--- config.mk ---
export PLATFORM = sky130hd
export DESIGN_NAME = integer_literal_parser_top
export DESIGN_NICKNAME = d
export VERILOG_FILES = /design/src/rtl/core/ilp_pkg.sv /design/src/rtl/core/integer_literal_parser_top.sv
export SDC_FILE = /design/constraint.sdc
export NUM_CORES = 1
export LEC_CHECK = 0
export BUFFER_PORTS_ARGS = -buffer_cell sky130_fd_sc_hd__buf_2
export CORE_AREA = 2 2 195 139
export DETAILED_ROUTE_END_ITERATION = 7
export DIE_AREA = 0 0 197 141
export HOLD_SLACK_MARGIN = 0.12
export PLACE_DENSITY_LB_ADDON = 0.1
export SLEW_MARGIN = 20
export SYNTH_ARGS = -nofsm -noshare
export SYNTH_HDL_FRONTEND = slang
export SYNTH_SLANG_ARGS = --single-unit
export TNS_END_PERCENT = 50
--- constraint.sdc ---
create_clock -name clk -period 4.76 [get_ports clk]
set_clock_uncertainty 0.15 [all_clocks]
set_input_delay 0.238 -clock clk [delete_from_list [all_inputs] [get_ports clk]]
set_output_delay 0.238 -clock clk [all_outputs]
set_load 0.05 [all_outputs]
--- src/rtl/core/ilp_pkg.sv ---
// Shared types and codes for the integer literal parser.
package ilp_pkg;

  localparam int unsigned CHAR_W  = 8;
  localparam int unsigned VALUE_W = 32;
  localparam int unsigned DIGIT_W = 6;

  typedef logic [CHAR_W-1:0]  char_t;
  typedef logic [VALUE_W-1:0] value_t;
  typedef logic [DIGIT_W-1:0] digit_t;
  typedef logic [1:0]         status_t;
  typedef logic [1:0]         radix_t;

  localparam status_t ST_OK          = 2'd0;
  localparam status_t ST_LEAD_ZERO   = 2'd1;
  localparam status_t ST_DIGIT_RANGE = 2'd2;
  localparam status_t ST_ILLEGAL     = 2'd3;

  localparam radix_t RX_DEC = 2'd0;
  localparam radix_t RX_HEX = 2'd1;
  localparam radix_t RX_OCT = 2'd2;
  localparam radix_t RX_BIN = 2'd3;

  localparam char_t CH_NUL   = 8'h00;
  localparam char_t CH_0     = 8'h30;
  localparam char_t CH_9     = 8'h39;
  localparam char_t CH_LA    = 8'h61;
  localparam char_t CH_LZ    = 8'h7a;
  localparam char_t CH_UA    = 8'h41;
  localparam char_t CH_UZ    = 8'h5a;
  localparam char_t CH_X     = 8'h78;
  localparam char_t CH_O     = 8'h6f;
  localparam char_t CH_B     = 8'h62;
  localparam char_t CH_MINUS = 8'h2d;

endpackage

--- src/rtl/core/integer_literal_parser_top.sv ---
// Top level of the radix-prefixed integer literal parser.
// Takes one character per cycle with no gaps between literals. A character
// is registered on transfer; one other than NUL is folded into the parse
// state in the next cycle. A NUL loads the result register and clears the
// parse state once no earlier result is waiting. The only loop is the
// magnitude update, one shift-and-add per character. A waiting result
// stalls a NUL character and those behind it; other characters keep flowing.
module integer_literal_parser_top (
  input  logic                  clk,
  input  logic                  rst,
  input  logic                  character_valid,
  output logic                  character_ready,
  input  ilp_pkg::char_t        character,
  output logic                  result_valid,
  input  logic                  result_ready,
  output logic signed [31:0]    value,
  output ilp_pkg::status_t      status
);

  localparam logic [1:0] PH_START  = 2'd0;
  localparam logic [1:0] PH_ZERO   = 2'd1;
  localparam logic [1:0] PH_DIGITS = 2'd2;
  localparam logic [1:0] PH_SKIP   = 2'd3;

  logic               char_valid;
  ilp_pkg::char_t     char_q;
  logic [1:0]         phase, phase_next;
  ilp_pkg::radix_t    radix_sel, radix_sel_next;
  logic               negative, negative_next;
  ilp_pkg::value_t    magnitude, magnitude_next;
  ilp_pkg::status_t   error_code, error_code_next;

  logic               is_nul, advance;
  logic               is_num, is_lower, is_upper;
  ilp_pkg::digit_t    digit, radix_val;
  ilp_pkg::value_t    scaled, mag_value;
  logic               take;

  assign is_nul  = (char_q == ilp_pkg::CH_NUL);
  assign advance = char_valid && (!is_nul || !result_valid || result_ready);
  assign character_ready = !char_valid || advance;

  assign is_num   = (char_q >= ilp_pkg::CH_0)  && (char_q <= ilp_pkg::CH_9);
  assign is_lower = (char_q >= ilp_pkg::CH_LA) && (char_q <= ilp_pkg::CH_LZ);
  assign is_upper = (char_q >= ilp_pkg::CH_UA) && (char_q <= ilp_pkg::CH_UZ);

  always_comb begin
    digit = '0;
    if (is_num) begin
      digit = ilp_pkg::DIGIT_W'(char_q - ilp_pkg::CH_0);
    end else if (is_lower) begin
      digit = ilp_pkg::DIGIT_W'(char_q - ilp_pkg::CH_LA + 8'd10);
    end else if (is_upper) begin
      digit = ilp_pkg::DIGIT_W'(char_q - ilp_pkg::CH_UA + 8'd10);
    end
  end

  always_comb begin
    unique case (radix_sel)
      ilp_pkg::RX_DEC: begin
        radix_val = 6'd10;
        scaled    = (magnitude << 3) + (magnitude << 1);
      end
      ilp_pkg::RX_HEX: begin
        radix_val = 6'd16;
        scaled    = magnitude << 4;
      end
      ilp_pkg::RX_OCT: begin
        radix_val = 6'd8;
        scaled    = magnitude << 3;
      end
      default: begin
        radix_val = 6'd2;
        scaled    = magnitude << 1;
      end
    endcase
  end

  assign mag_value = negative ? (ilp_pkg::value_t'(0) - magnitude) : magnitude;

  always_comb begin
    phase_next      = phase;
    radix_sel_next  = radix_sel;
    negative_next   = negative;
    magnitude_next  = magnitude;
    error_code_next = error_code;
    take            = 1'b0;
    if (is_nul) begin
      phase_next      = PH_START;
      radix_sel_next  = ilp_pkg::RX_DEC;
      negative_next   = 1'b0;
      magnitude_next  = '0;
      error_code_next = ilp_pkg::ST_OK;
    end else begin
      unique case (phase)
        PH_START: begin
          if (char_q == ilp_pkg::CH_0) begin
            phase_next = PH_ZERO;
          end else if (char_q == ilp_pkg::CH_MINUS) begin
            negative_next = 1'b1;
            phase_next    = PH_DIGITS;
          end else begin
            take = 1'b1;
          end
        end
        PH_ZERO: begin
          if (char_q == ilp_pkg::CH_X) begin
            radix_sel_next = ilp_pkg::RX_HEX;
            phase_next     = PH_DIGITS;
          end else if (char_q == ilp_pkg::CH_O) begin
            radix_sel_next = ilp_pkg::RX_OCT;
            phase_next     = PH_DIGITS;
          end else if (char_q == ilp_pkg::CH_B) begin
            radix_sel_next = ilp_pkg::RX_BIN;
            phase_next     = PH_DIGITS;
          end else begin
            error_code_next = ilp_pkg::ST_LEAD_ZERO;
            phase_next      = PH_SKIP;
          end
        end
        PH_DIGITS: begin
          take = 1'b1;
        end
        default: begin
        end
      endcase
      if (take) begin
        if (!(is_num || is_lower || is_upper)) begin
          error_code_next = ilp_pkg::ST_ILLEGAL;
          phase_next      = PH_SKIP;
        end else if (digit >= radix_val) begin
          error_code_next = ilp_pkg::ST_DIGIT_RANGE;
          phase_next      = PH_SKIP;
        end else begin
          magnitude_next = scaled + ilp_pkg::VALUE_W'(digit);
          phase_next     = PH_DIGITS;
        end
      end
    end
  end

  always_ff @(posedge clk) begin
    if (rst) begin
      char_valid   <= 1'b0;
      result_valid <= 1'b0;
      phase        <= PH_START;
      radix_sel    <= ilp_pkg::RX_DEC;
      negative     <= 1'b0;
      magnitude    <= '0;
      error_code   <= ilp_pkg::ST_OK;
    end else begin
      if (character_ready) begin
        char_valid <= character_valid;
      end
      if (advance && is_nul) begin
        result_valid <= 1'b1;
      end else if (result_valid && result_ready) begin
        result_valid <= 1'b0;
      end
      if (advance) begin
        phase      <= phase_next;
        radix_sel  <= radix_sel_next;
        negative   <= negative_next;
        magnitude  <= magnitude_next;
        error_code <= error_code_next;
      end
    end
  end

  always_ff @(posedge clk) begin
    if (character_valid && character_ready) begin
      char_q <= character;
    end
    if (advance && is_nul) begin
      value  <= (error_code == ilp_pkg::ST_OK) ? signed'(mag_value) : '0;
      status <= error_code;
    end
  end

endmodule

# Word-level counts from Yosys, hierarchy flattened
# Index checks and enable logic that the tools add are counted.
[totals]
ff_bits = 83
in_bits = 12
output_inout_bits = 36
elab_cells = 111
[classes]
n_addsub = 8
order_cmp = 7
n_eq_ne = 12
muxes = 43
reduce_logical = 31
[ops]
columns = ["operator", "count"]
rows = [
  ["32-bit two-way mux", 5],
  ["32-bit case mux with 3 select lines", 1],
  ["2-bit two-way mux", 17],
  ["32-bit adder", 1],
  ["32-bit by 6-bit adder with 32-bit output", 1],
  ["1-bit by 32-bit subtractor with 32-bit output, first input constant", 1],
  ["8-bit by 7-bit equality test with 1-bit output, second input constant", 3],
  ["6-bit two-way mux", 3],
  ["8-bit by 6-bit equality test with 1-bit output, second input constant", 2],
  ["8-bit by 7-bit greater-or-equal comparator with 1-bit output, second input constant", 2],
  ["8-bit by 7-bit <= comparator with 1-bit output, second input constant", 2],
  ["5-bit case mux with 3 select lines", 1],
  ["1-bit two-way mux", 14],
  ["6-bit by 4-bit adder with 6-bit output, second input constant", 2],
  ["2-bit nonzero test", 6],
  ["6-bit subtractor, second input constant", 2],
  ["8-bit by 6-bit greater-or-equal comparator with 1-bit output, second input constant", 1],
  ["8-bit by 6-bit <= comparator with 1-bit output, second input constant", 1],
  ["8-bit logical NOT", 1],
  ["4-bit AND reduction", 2],
  ["4-bit nonzero test", 2],
  ["1-bit logical AND", 7],
  ["6-bit greater-or-equal comparator", 1],
  ["2-bit logical NOT", 3],
  ["other kinds (10)", 20],
]

# Longest topological paths before layout
[depth]
word_depth = 10
ltp_mapped = 20
ltp_nobuf = 19

# Worst setup path after synthesis
# Ideal clock, no wire load.
[synth_timing]
path_type = "register to register"
start = "register radix_sel[0]"
end = "register magnitude[29]"
setup_time_ns = 0.062
t_arrival_ns = 4.262
required_time_ns = 4.548
slack_ns = 0.285
path_stages_with_launch = 21
period_less_slack_ns = 4.475
path_cell_list = "dfxtp_1 ha_1 buf_2 buf_2 buf_2 buf_1 buf_1 nor2_1 nor2_1 ha_1 fa_1 a21oi_1 o21bai_1 a21oi_1 nor2_1 nand3_1 nor4b_4 nand4_1 or2_1 or4_1 nand3_1"
[synth_between]
elab_chain_cells = 7
[synth_rtl]
columns = ["element", "line", "rtl"]
rows = [
  ["from (decl)", "integer_literal_parser_top.sv:28", "ilp_pkg::radix_t radix_sel, radix_sel_next;"],
  ["from (signal assigned)", "integer_literal_parser_top.sv:147", "radix_sel <= ilp_pkg::RX_DEC;"],
  ["from (signal assigned)", "integer_literal_parser_top.sv:162", "radix_sel <= radix_sel_next;"],
  ["2-bit equality test, or another cell as far along", "integer_literal_parser_top.sv:59", "unique case (radix_sel)"],
  ["32-bit case mux with 3 select lines", "integer_literal_parser_top.sv:59", ""],
  ["32-bit by 6-bit adder with 32-bit output", "integer_literal_parser_top.sv:135", "magnitude_next = scaled + ilp_pkg::VALUE_W'(digit);"],
  ["32-bit two-way mux", "integer_literal_parser_top.sv:131", "end else if (digit >= radix_val) begin"],
  ["32-bit two-way mux", "integer_literal_parser_top.sv:128", "if (!(is_num || is_lower || is_upper)) begin"],
  ["32-bit two-way mux", "integer_literal_parser_top.sv:127", "if (take) begin"],
  ["32-bit two-way mux", "integer_literal_parser_top.sv:88", "if (is_nul) begin"],
  ["to (signal assigned)", "integer_literal_parser_top.sv:164", "magnitude <= magnitude_next;"],
  ["to (decl)", "integer_literal_parser_top.sv:30", "ilp_pkg::value_t magnitude, magnitude_next;"],
]
# Parallel ways exist; a longest one is shown, timed or not. The select of a mux whose other input is x is not followed.
# A chain may end at the register's enable or synchronous reset.

# Final worst setup path
[layout_timing]
start = "register char_q[4]"
end = "register magnitude[24]"
[layout_between]
elab_chain_cells = 10
[layout_rtl]
columns = ["element", "line", "rtl"]
rows = [
  ["from (decl)", "integer_literal_parser_top.sv:26", "ilp_pkg::char_t char_q;"],
  ["from (signal assigned)", "integer_literal_parser_top.sv:172", "char_q <= character;"],
  ["6-bit by 1-bit subtractor with 6-bit output, or another cell as far along", "integer_literal_parser_top.sv:54", "digit = ilp_pkg::DIGIT_W'(char_q - ilp_pkg::CH_UA + 8'd10);"],
  ["6-bit by 4-bit adder with 6-bit output or 1-bit logical AND (tied branches)", "integer_literal_parser_top.sv:54, integer_literal_parser_top.sv:45", ""],
  ["6-bit two-way mux", "integer_literal_parser_top.sv:53", "end else if (is_upper) begin"],
  ["6-bit two-way mux", "integer_literal_parser_top.sv:51", "end else if (is_lower) begin"],
  ["6-bit two-way mux", "integer_literal_parser_top.sv:49", "if (is_num) begin"],
  ["32-bit by 6-bit adder with 32-bit output", "integer_literal_parser_top.sv:135", ""],
  ["32-bit two-way mux", "integer_literal_parser_top.sv:131", ""],
  ["32-bit two-way mux", "integer_literal_parser_top.sv:128", ""],
  ["32-bit two-way mux", "integer_literal_parser_top.sv:127", ""],
  ["32-bit two-way mux", "integer_literal_parser_top.sv:88", ""],
]
# Parallel ways exist; a longest one is shown, timed or not. The select of a mux whose other input is x is not followed.

==> flow_summary.json <==
{
  "outcome": "finished clean",
  "detail-route-antenna-nets": 0,
  "n_fill_cell": 2780,
  "syn_inst": 964,
  "setup_tns_ps": 0,
  "regArea_sq_um": 2080,
  "critPathLaunchType": "flip-flop",
  "dieArea_sq_um": 27800,
  "grt_use_total_pct": 18.9,
  "top_usage_layer": "met1",
  "synth_top_family_by_area": "compound AO/OA/AOI/OAI gates",
  "period_needed_ps": 4450,
  "setup_viol": 0,
  "fmax_mhz": 225,
  "crit_type": "flip-flop to flip-flop",
  "nets": 1087,
  "drtPass1Iterations": 5,
  "setup_slack_ps": 313,
  "wl_um": 25500,
  "yosys_most_used_dff": "edfxtp_1",
  "tightestPinTransition_ps": 861,
  "clk_pin_slew_worst_paths_ps": 70,
  "drc": 0,
  "synth-compound-area-share_pct": 26.7,
  "viasPerCell": 5.43,
  "antenna_cells": 0,
  "syn-num-nets": 1027,
  "grt_pass1_vias": 6841,
  "die_h_um": 141,
  "synthAdderAreaFrac_pct": 8.51,
  "cp.arrival_ps": 4590,
  "cp_max_fo": 5,
  "rsz0062_at_grt": "false",
  "synth.avg_cell_area_sq_um": 7.97,
  "hold_viol_final": 0,
  "overflow": 0,
  "power_density_nw_per_um2": 186,
  "cap_violations": 0,
  "yosys.area_share.simple_pct": 24.0,
  "core_area_sq_um": 26200,
  "met2_usage_pct": 22.4,
  "wire_per_inst_um": 18.7,
  "synth_mux_area_share_pct": 1.30,
  "yosysTopAreaCell": "edfxtp_1",
  "syn2layout_area_growth_pct": 15.9,
  "tritoncts": "done",
  "relSlewSlack_pct": 41.8,
  "grt_use_met1_pct": 33.1,
  "synth_common_cells": "nor2_1, nand2_1, a21oi_1",
  "ys_warn_count": 0,
  "peakVddDrop_mv": 0.132,
  "yosysSeqAreaShare_pct": 27.1,
  "ios": 48,
  "drive_above_1_share_pct": 14.1,
  "std_cell_rows": 50,
  "place.gp.congestion": 0.840,
  "synth_xor_area_share_pct": 6.62,
  "antenna_found_initial": 0,
  "io_buffers": 47,
  "pre_cts_slack_ps": 317,
  "grt_use_met3_pct": 3.68,
  "initial_core_util_pct": 29.4,
  "synth_edf_count": 42,
  "cts_root_buffer": "clkbuf_16",
  "ys_async_sr_fraction_pct": 0,
  "synth.most_common_cell": "nor2_1",
  "drtIter0Drc": 624,
  "htreeDepth": 3,
  "die_w_um": 197,
  "report.final.slew_viol_count": 0,
  "final_util_pct": 34.0,
  "grt_start_max_net_pins": 36,
  "insertion_delay_ps": 350,
  "critPathCaptureType": "flip-flop",
  "fin_crit_sh_pct": 93.4,
  "synth_area_sq_um": 7680,
  "hold_class": "input port to flip-flop",
  "ys_types": 84,
  "num_vias": 7429,
  "hpwl_um": 20300,
  "synth_area_leaders": "edfxtp_1, dfxtp_1, ha_1",
  "ys_seq_elements": 83,
  "cts.sinks": 83,
  "numCtsBuffers": 9,
  "multi_input_area_sq_um": 5170,
  "crit_required_ps": 4900,
  "synth.top_cell.area_share_pct": 16.4,
  "cts_buffer_depth": 2,
  "leakage_nw": 3.59,
  "grt_first_pass_wirelength_um": 40900
}
routing by layer:
metal  wire length (um)  up-vias
met2               8500      230
met5                  0        -
met4                162        0
met3               2060       11
li1                   -     3725
met1              14800     3463
cells by family (layout without fill, tap and decap cells):
group,Yosys count,count (layout)
compound gates,295,295
xor+xnor,58,58
fa+ha+maj,51,51
buf+inv,107,172
flops,83,83
mux,10,10
simple gates,360,360
per-stage QoR:
step	hold WS [ps]	cell area (sq um)	cells	power [mW]
detailed placement	273	8470	1340	0.934
global route	277	8900	1367	1.72
CTS	242	8880	1366	1.67
finish	260	8900	1367	1.66
global placement	266	8470	1340	0.940
floorplan	187	7680	964	0.890
where the power goes:
| group | switching (mW) | total (mW) | leakage (nW) | internal (mW) |
|---|---|---|---|---|
| sequential | 0.0126 | 0.768 | 0.723 | 0.756 |
| combinational | 0.102 | 0.162 | 2.71 | 0.0597 |
| clock | 0.309 | 0.729 | 0.153 | 0.420 |
| total | 0.424 | 1.66 | 3.59 | 1.24 |
sequential cells by signal, summed over array words and instances, names as in the netlist:
register,cells
result_valid,1
negative,1
error_code,2
phase,2
magnitude,32
value,32
char_valid,1
radix_sel,2
char_q,8
status,2
repair_timing:
item,in CTS,in global routing
setup buffers,0,1
endpoints found under the setup margin,0,3
hold endpoints to repair,10,0
resized for setup,0,2
hold buffers,10,0
worst paths after layout:
| check | start | end | slack, ps | cells after the start |
|---|---|---|---|---|
| max | char_q[4] | magnitude[24] | 310 | 19 |
| min | rst | radix_sel[1] | 260 | 2 |
| max reg2reg | char_q[4] | magnitude[24] | 310 | 19 |
| min reg2reg | error_code[1] | status[1] | 300 | 0 |
area by class of cell:
class	count	area share [%]
clock inverter	4	0.352
inverter	44	1.86
clock buffer	12	3.14
sequential	83	23.4
timing repair buffer	112	8.41
tap	338	4.75
multi-input combinational	774	58.1
cells in the final DEF, fill, tap and decap left out, types with 11 or more instances in the layout:
cell / n
or4_1: 11
and3_1: 11
a21oi_1: 68
a221o_1: 11
a31oi_1: 11
buf_4: 55
nand3_1: 24
dfxtp_1: 41
xnor2_1: 28
edfxtp_1: 42
nand4_1: 17
o21ai_0: 56
buf_2: 47
o211ai_1: 12
a221oi_1: 16
a22oi_1: 18
clkbuf_16: 11
xor2_1: 30
o31ai_1: 14
nor2_1: 99
nor3_1: 25
ha_1: 47
nand2b_1: 18
inv_1: 43
nand2_1: 83
nor2b_1: 12
critical path, stage by stage, from the launching register on:
cell and delay, ps:
edfxtp_1 450, inv_1 160, ha_1 220, inv_1 60, a311oi_2 310, o31ai_4 140, and2_4 180, o41ai_2 290
buf_4 200, ha_1 150, a21o_1 80, a21oi_1 90, o21bai_1 150, a21oi_1 100, nor4bb_1 340, and4bb_2 300
nand2_1 70, or4_1 450, or4_1 410, nand3_1 90
Power figures use the tool's default switching activity.
